## src/rtl/cdcecm_pkg.sv

```systemverilog
// Shared types and constants for the CDC-ECM descriptor matcher.
package cdcecm_pkg;

    localparam int S_TDATA_W = 56;
    localparam int M_TDATA_W = 104;

    localparam logic [7:0] DT_IFACE     = 8'h04;
    localparam logic [7:0] DT_CS_IFACE  = 8'h24;
    localparam logic [7:0] DT_ENDPOINT  = 8'h05;
    localparam logic [7:0] CLASS_COMM   = 8'h02;
    localparam logic [7:0] CLASS_DATA   = 8'h0A;
    localparam logic [7:0] SUBCLASS_ECM = 8'h06;
    localparam logic [7:0] FUNC_UNION   = 8'h06;
    localparam logic [7:0] FUNC_ETHER   = 8'h0F;
    localparam logic [1:0] XFER_BULK    = 2'h2;
    localparam logic [7:0] NO_IFACE     = 8'hFF;
    localparam logic [7:0] CS_MIN_LEN    = 8'd3;
    localparam logic [7:0] UNION_MIN_LEN = 8'd5;
    localparam logic [7:0] ETHER_MIN_LEN = 8'd4;

    typedef struct packed {
        logic       start_of_config;
        logic [7:0] desc_len;
        logic [7:0] desc_type;
        logic [7:0] byte_two;
        logic [7:0] byte_three;
        logic [7:0] byte_four;
        logic [7:0] byte_five;
        logic [7:0] byte_six;
    } desc_item_t;

    typedef struct packed {
        logic [7:0]  interval;
        logic [15:0] max_packet;
        logic [7:0]  address;
    } ep_rec_t;

    typedef struct packed {
        logic       ctrl_found;
        logic       in_control_iface;
        logic       in_data_iface;
        logic       have_in_ep;
        logic       have_out_ep;
        logic       walk_stopped;
        logic [7:0] ctrl_iface_num;
        logic [7:0] data_iface_num;
        logic [7:0] data_alt_num;
        logic [7:0] mac_str_idx;
        logic [7:0] current_alt;
        ep_rec_t    in_ep;
        ep_rec_t    out_ep;
    } walk_state_t;

    typedef struct packed {
        logic       complete;
        logic       walk_done;
        logic [7:0] ctrl_iface;
        logic [7:0] data_iface;
        logic [7:0] data_alt_setting;
        logic [7:0] mac_string_index;
        ep_rec_t    in_ep;
        ep_rec_t    out_ep;
    } match_result_t;

endpackage

```

## src/rtl/cdcecm_walker.sv

```systemverilog
// Descriptor walking state and its per-descriptor update logic.
module cdcecm_walker
    import cdcecm_pkg::*;
(
    input  logic          aclk,
    input  logic          aresetn,
    input  logic          step,
    input  desc_item_t    item,
    output match_result_t result
);

    walk_state_t state_reg;
    walk_state_t state_next;
    walk_state_t base;
    ep_rec_t     rec;

    always_comb begin
        base = item.start_of_config ? '0 : state_reg;
        state_next = base;
        rec.address    = item.byte_two;
        rec.max_packet = {item.byte_five, item.byte_four};
        rec.interval   = item.byte_six;
        if (!base.walk_stopped) begin
            unique case (item.desc_type)
                DT_IFACE: begin
                    if (base.have_in_ep && base.have_out_ep) begin
                        state_next.walk_stopped = 1'b1;
                    end else begin
                        state_next.have_in_ep = 1'b0;
                        state_next.have_out_ep = 1'b0;
                        state_next.in_control_iface = (item.byte_five == CLASS_COMM)
                                                   && (item.byte_six == SUBCLASS_ECM);
                        state_next.in_data_iface = base.ctrl_found
                                                && (item.byte_five == CLASS_DATA)
                                                && (item.byte_two == base.data_iface_num);
                        if (state_next.in_control_iface) begin
                            state_next.ctrl_found = 1'b1;
                            state_next.ctrl_iface_num = item.byte_two;
                            state_next.data_iface_num = NO_IFACE;
                        end
                        state_next.current_alt = item.byte_three;
                    end
                end
                DT_CS_IFACE: begin
                    if (base.in_control_iface && item.desc_len >= CS_MIN_LEN) begin
                        if (item.byte_two == FUNC_UNION && item.desc_len >= UNION_MIN_LEN) begin
                            state_next.data_iface_num = item.byte_four;
                        end
                        if (item.byte_two == FUNC_ETHER && item.desc_len >= ETHER_MIN_LEN) begin
                            state_next.mac_str_idx = item.byte_three;
                        end
                    end
                end
                DT_ENDPOINT: begin
                    if (base.in_data_iface && item.byte_three[1:0] == XFER_BULK) begin
                        if (item.byte_two[7]) begin
                            state_next.in_ep = rec;
                            state_next.have_in_ep = 1'b1;
                        end else begin
                            state_next.out_ep = rec;
                            state_next.have_out_ep = 1'b1;
                        end
                        state_next.data_alt_num = base.current_alt;
                        if (state_next.have_in_ep && state_next.have_out_ep) begin
                            state_next.walk_stopped = 1'b1;
                        end
                    end
                end
                default: ;
            endcase
        end
    end

    always_ff @(posedge aclk) begin
        if (!aresetn) begin
            state_reg <= '0;
        end else if (step) begin
            state_reg <= state_next;
        end
    end

    always_comb begin
        result.complete = state_next.ctrl_found && state_next.have_in_ep
                       && state_next.have_out_ep;
        result.walk_done        = state_next.walk_stopped;
        result.ctrl_iface       = state_next.ctrl_iface_num;
        result.data_iface       = state_next.data_iface_num;
        result.data_alt_setting = state_next.data_alt_num;
        result.mac_string_index = state_next.mac_str_idx;
        result.in_ep            = state_next.in_ep;
        result.out_ep           = state_next.out_ep;
    end

endmodule

```

## src/rtl/cdc_ecm_descriptor_matcher.sv

```systemverilog
// Top level of the CDC-ECM descriptor matcher: input and result registers.
//
//  channel | ports                      | carries
//  --------+----------------------------+------------------------------------
//  input   | s_tvalid s_tready s_tdata  | one descriptor, start flag on tuser
//          | s_tuser                    |
//  result  | m_tvalid m_tready m_tdata  | match status after that descriptor
//
// One descriptor per cycle unless the result stalls; each passes both registers.
// The walking state is updated as an item moves from the input register to
// the result register, so the next item sees it the following cycle.
// aresetn clears the walking state and both valid flags.
// A stalled result holds; the input register still fills behind it.
module cdc_ecm_descriptor_matcher
    import cdcecm_pkg::*;
(
    input  logic                 aclk,
    input  logic                 aresetn,
    input  logic                 s_tvalid,
    output logic                 s_tready,
    // desc_len, desc_type, byte_two, byte_three, byte_four, byte_five, byte_six
    input  logic [S_TDATA_W-1:0] s_tdata,
    // start_of_config
    input  logic                 s_tuser,
    output logic                 m_tvalid,
    input  logic                 m_tready,
    // complete, walk_done, ctrl_iface, data_iface, data_alt_setting,
    // mac_string_index, in_ep_address, out_ep_address, in_max_packet,
    // out_max_packet, in_interval, out_interval, zero pad
    output logic [M_TDATA_W-1:0] m_tdata
);

    logic          in_valid_reg;
    desc_item_t    in_item_reg;
    logic          out_valid_reg;
    match_result_t out_res_reg;
    match_result_t res_next;
    logic          advance;

    assign advance  = in_valid_reg && (!out_valid_reg || m_tready);
    assign s_tready = !in_valid_reg || advance;

    always_ff @(posedge aclk) begin
        if (!aresetn) begin
            in_valid_reg  <= 1'b0;
            out_valid_reg <= 1'b0;
        end else begin
            if (s_tready) begin
                in_valid_reg <= s_tvalid;
            end
            if (advance) begin
                out_valid_reg <= 1'b1;
            end else if (m_tready) begin
                out_valid_reg <= 1'b0;
            end
        end
    end

    always_ff @(posedge aclk) begin
        if (s_tready && s_tvalid) begin
            in_item_reg.start_of_config <= s_tuser;
            in_item_reg.desc_len        <= s_tdata[7:0];
            in_item_reg.desc_type       <= s_tdata[15:8];
            in_item_reg.byte_two        <= s_tdata[23:16];
            in_item_reg.byte_three      <= s_tdata[31:24];
            in_item_reg.byte_four       <= s_tdata[39:32];
            in_item_reg.byte_five       <= s_tdata[47:40];
            in_item_reg.byte_six        <= s_tdata[55:48];
        end
        if (advance) begin
            out_res_reg <= res_next;
        end
    end

    cdcecm_walker u_walker (
        .aclk    (aclk),
        .aresetn (aresetn),
        .step    (advance),
        .item    (in_item_reg),
        .result  (res_next)
    );

    assign m_tvalid = out_valid_reg;
    assign m_tdata  = {6'b0,
                       out_res_reg.out_ep.interval,
                       out_res_reg.in_ep.interval,
                       out_res_reg.out_ep.max_packet,
                       out_res_reg.in_ep.max_packet,
                       out_res_reg.out_ep.address,
                       out_res_reg.in_ep.address,
                       out_res_reg.mac_string_index,
                       out_res_reg.data_alt_setting,
                       out_res_reg.data_iface,
                       out_res_reg.ctrl_iface,
                       out_res_reg.walk_done,
                       out_res_reg.complete};

endmodule
```

## config.mk

```make
export PLATFORM = sky130hd
export DESIGN_NAME = cdc_ecm_descriptor_matcher
export DESIGN_NICKNAME = d
export VERILOG_FILES = /design/src/rtl/cdcecm_pkg.sv /design/src/rtl/cdcecm_walker.sv /design/src/rtl/cdc_ecm_descriptor_matcher.sv
export SDC_FILE = /design/constraint.sdc
export NUM_CORES = 1
export LEC_CHECK = 0
export BUFFER_PORTS_ARGS = -buffer_cell sky130_fd_sc_hd__buf_2
export CAP_MARGIN = 15
export CORE_ASPECT_RATIO = 0.6
export CORE_MARGIN = 8
export CORE_UTILIZATION = 57
export CTS_CLUSTER_DIAMETER = 200
export DETAILED_ROUTE_END_ITERATION = 10
export MAX_ROUTING_LAYER = met4
export PLACE_DENSITY = 0.8
export SETUP_SLACK_MARGIN = 0.15
export SLEW_MARGIN = 20
export SYNTH_ARGS = -nofsm -noshare
export SYNTH_HDL_FRONTEND = slang
export SYNTH_SLANG_ARGS = --single-unit
```

## constraint.sdc

```tcl
create_clock -name aclk -period 6.69 [get_ports aclk]
set_input_delay 1.0035 -clock aclk [delete_from_list [all_inputs] [get_ports aclk]]
set_output_delay 1.0035 -clock aclk [all_outputs]
set_load 0.01 [all_outputs]
```

# --- Yosys cells after proc, flatten, opt, wreduce, memory -nomap -nowiden ---
# Cells that the tools add are included.
classes:
  magnitude_cmp: 3
  eq_ne: 10
  mux: 36
  reduce_logical: 18
ops:
  columns: ["op", "count"]
  rows:
  - ["$mux 110", 2]
  - ["$mux 64", 2]
  - ["$mux 8", 10]
  - ["$mux 32", 2]
  - ["$eq 8x3->1 const B", 4]
  - ["$mux 16", 2]
  - ["$eq 8x4->1 const B", 2]
  - ["$ge 8x3->1 const B", 2]
  - ["$pmux 8 s2", 1]
  - ["$logic_and 1x1->1", 13]
  - ["$mux 1", 13]
  - ["$eq 8x2->1 const B", 1]
  - ["$eq 8x6->1 const B", 1]
  - ["$eq 8x8->1", 1]
  - ["$ge 8x2->1 const B", 1]
  - ["$mux 3", 2]
  - ["$pmux 3 s2", 1]
  - ["$mux 5", 1]
  - ["$eq 2x2->1 const B", 1]
  - ["$logic_not 1->1", 2]
  - ["$logic_or 1x1->1", 2]
  - ["$reduce_bool 2->1", 1]
totals:
  regBits: 267
  in_bits: 61
  out_inout_bits: 106

# --- Longest topological paths before layout ---
logic_depth:
  ltp_word: 12
  ltp_mapped: 8
  mapped_depth_nobuf: 6

# --- By module ---
# Synthesis repeated with hierarchy kept, for this count alone.
unflattened:
  hier_cells: 977
  area_unflattened_um2: 11400.9
by_module_without_submodules:
  columns: ["mod", "n_inst", "cells_per_inst", "area_per_inst_um2", "seq_area_each_um2"]
  rows:
  - ["cdcecm_walker", 1, 806, 6593.8, 2202.1]
  - ["cdc_ecm_descriptor_matcher", 1, 171, 4807.1, 4694.5]

# --- Worst setup path after synthesis ---
# No wires, ideal clock.
synth_path:
  path_type: "input port to flip-flop"
  start: "in m_tready"
  end: "reg out_res_reg, in the netlist m_tdata[0] (enable)"
  setup_time_ps: 500
  t_arrival_ps: 4515
  required_time_ps: 6190
  path_slack_ps: 1675
  cell_stages: 5
  path_cell_list: "nor2b_1 nand2b_1 inv_1 clkbuf_1 buf_1"
synth_between:
  elab_chain_len: 2
synth_lines:
  columns: ["item", "line", "rtl"]
  rows:
  - ["start: declaration", "cdc_ecm_descriptor_matcher.sv:26", "input logic m_tready,"]
  - ["$logic_or 1x1->1", "cdc_ecm_descriptor_matcher.sv:40", "assign advance = in_valid_reg && (!out_valid_reg || m_tready);"]
  - ["$logic_and 1x1->1", "cdc_ecm_descriptor_matcher.sv:40", null]
  - ["net advance", "cdc_ecm_descriptor_matcher.sv:38", "logic advance;"]
  - ["end signal: assignment", "cdc_ecm_descriptor_matcher.sv:71", "out_res_reg <= res_next;"]
  - ["end: declaration", "cdc_ecm_descriptor_matcher.sv:36", "match_result_t out_res_reg;"]
# The timed path passes the listed nets, and every way through them passes these cells.
# A chain may end at the register's enable or synchronous reset.

==> summary.txt <==
Yosys
  – Number of synthesized flops with an enable pin: 155
  – Unique masters post-synth: 53
  – Cells after synthesis: 1126
  – Post-synth top area share: 40.8%
  – Ys flop type: edfxtp_1
  – Cell taking the most area after synthesis: edfxtp_1
  – Async set-reset flop share out of synthesis: 0%
  – Synth Warn #: 0
  – FF+latch count, synth: 267
  – Top area cells in the synthesized netlist: edfxtp_1 41%, dfxtp_1 20%, nand2_1 8.2%, nand3_1 8.1%, o211ai_1 2.6%
  – Post-synthesis sequential area ratio: 60.5%
  – Syn Area/Cell: 10.1 sq um
  – Mapped cell area: 0.0114 sq mm

Placed design
  – Post-DP HPWL: 18200 microns
  – Post-Place Worst Slack: 2.27 ns
  – Port Buf Inserts: 160
  – DP Area: 0.0122 sq mm
  – GPL Wtd Cong: 0.876
  – Placed insts: 1471

Floorplanning
  – Initial Util: 57.5%
  – Top Ports: 167
  – # rows: 40
  – Die area: 0.0249 sq mm
  – Placeable Area: 0.0198 sq mm
  – Die height: 126 microns
  – Die Wd: 199 microns

Finish
  – Layout overhead on the synthesized area: 14.7%
  – Layout cell share with drive strength beyond 1: 18.3%
  – Commonest non-fill, non-tap cell in the layout: nand2_1
  – Antenna cells: 0
  – Max reg flops: 110
  – Layout fillers: 1576
  – Post-Layout Inst Area: 0.0131 sq mm
  – Final Net Count: 1286
  – Fin cells: 1516
  – Most frequent cells in the layout: 248 x nand2_1, 184 x nand3_1, 159 x buf_2
  – Core Util, Final: 66.0%

Drt
  – Drt first pass iters: 5
  – Routed vias/inst: 5.97
  – # DRC: 0
  – 1st-iter DRT viols: 950
  – DR vias: 9047
  – Routed WL per cell: 19.1 microns
  – Post-DRT Antenna Nets: 0
  – Total Wirelength: 28900 microns

Timing
  – Worst-Margin Slew: 1.11 ns
  – RSZ-0062 raised after global routing: false
  – Hold Fails Final Rpt: 0
  – Setup-failing EPs final: 0
  – Tcrit/Tclk final: 47.8%
  – FMAX: 0.313 GHz
  – Crit path time final: 3.20 ns
  – Setup slack after layout: 3.49 ns
  – Post-Route Setup TNS: 0 ns
  – Hold slack: 0.429 ns
  – Pins Over Slew Limit: 0
  – Rel. slew slack: 25.2%
  – Max Clock Skew: 0.0138 ns

Worst setup path
  – Worst-path fanout max: 26
  – Arr. time, crit path: 3.48 ns
  – WP data required: 6.97 ns
  – Worst setup SP type: flop
  – CP Capture Type: flop
  – WS Path Type: flop to flop

Global route
  – Global-route wire length before repair: 45300 microns
  – Overall routing resource usage: 22.9%
  – Number of global-route vias before repair: 8381
  – Antenna violations before repair: 0
  – Largest net degree at the start of global routing: 127
  – Global route total overflow: 0

Worst hold path
  – Worst hold path type: flop to flop

Clock tree
  – H-tree Lvls: 1
  – Hold-fix buffers, CTS: 0
  – CTS sink cnt: 267
  – Max clock buf depth: 3
  – CTS resizes: 0
  – Total CTS buffers: 24
  – Clk slew on worst S/H paths: 0.07 ns
  – Clock latency on the worst-skew pair: 0.52 ns
  – CTS tree: built
  – Post-CTS setup buffers: 0
  – CTS root buf: clkbuf_16

Run status
  – Outcome: complete, no violations

Power and ir drop
  – Peak supply drop: 0.184 mV
  – PwrDens: 263 mW/mm^2
  – Tot Pwr: 3.44 mW
  – Pleak: 4.65 nW

Run
  – Max Cap Viol: 0
-- power by group --
group	leakage, nW	total (mW)	internal [mW]	switching (mW)
combinational	1.92	0.178	0.0530	0.125
sequential	2.34	1.83	1.79	0.0423
clock	0.390	1.42	0.823	0.601
-- kinds of logic (layout without fill, tap and decap cells) --
group / Yosys count / count (layout) / share of synthesized area (%)
AND/OR/NAND/NOR: 558 / 558 / 23.3
flip-flops: 267 / 267 / 60.5
AO/OA/AOI/OAI: 188 / 188 / 11.7
buffers and inverters: 107 / 219 / 4.09
XOR/XNOR: 5 / 5 / 0.384
other: 1 / 6 / 0.0329
-- layout make-up --
class | instances | area (sq um) | share of cell area (%)
well taps | 273 | 342 | 2.61
flip-flops and latches | 267 | 6900 | 52.7
clock inverters | 14 | 153 | 1.17
clock buffers | 30 | 664 | 5.08
inverters | 3 | 16.3 | 0.124
multi-input cells | 757 | 4110 | 31.4
repair buffers | 172 | 905 | 6.91
-- critical path, stage by stage (launching register included) --
cell and delay (ns):
edfxtp_1 0.47, nor4b_1 0.97, nand4_1 0.43, nor4_4 0.24, buf_4 0.33, nor2_1 0.12
nor3_1 0.39
-- per-layer routing --
metal,vias up,GRT usage [%],part of all wire (%)
met1,4289,32.6,45
met4,0,4.86,1.8
met5,-,-,0
li1,4292,-,-
met2,414,33.3,44
met3,52,4.88,9.6
-- path summary, 6_finish.rpt --
path                          from                    end  slack [ns]  depth (start not counted)
max                in_item_reg[13]             m_tdata[0]        3.49                          6
min reg2reg  u_walker.state_reg[7]  u_walker.state_reg[7]        0.43                          2
min          u_walker.state_reg[7]  u_walker.state_reg[7]        0.43                          2
max reg2reg        in_item_reg[13]             m_tdata[0]        3.49                          6
-- synthesized netlist by cell type, types with 4 or more instances --
master and n:
a211o_1 8, a21boi_0 4, a21oi_1 14, a22o_1 8
a31oi_1 10, a32o_1 8, and3_1 4, buf_1 7
buf_2 13, buf_4 7, clkbuf_1 74, dfxtp_1 112
edfxtp_1 155, nand2_1 249, nand3_1 185, nand4_1 18
nor2_1 17, nor2b_1 47, nor3_1 8, nor4_1 5
o211ai_1 40, o21ai_0 47, o221ai_1 31, o31a_1 8
xnor2_1 4
Power figures use the tool's default switching activity.
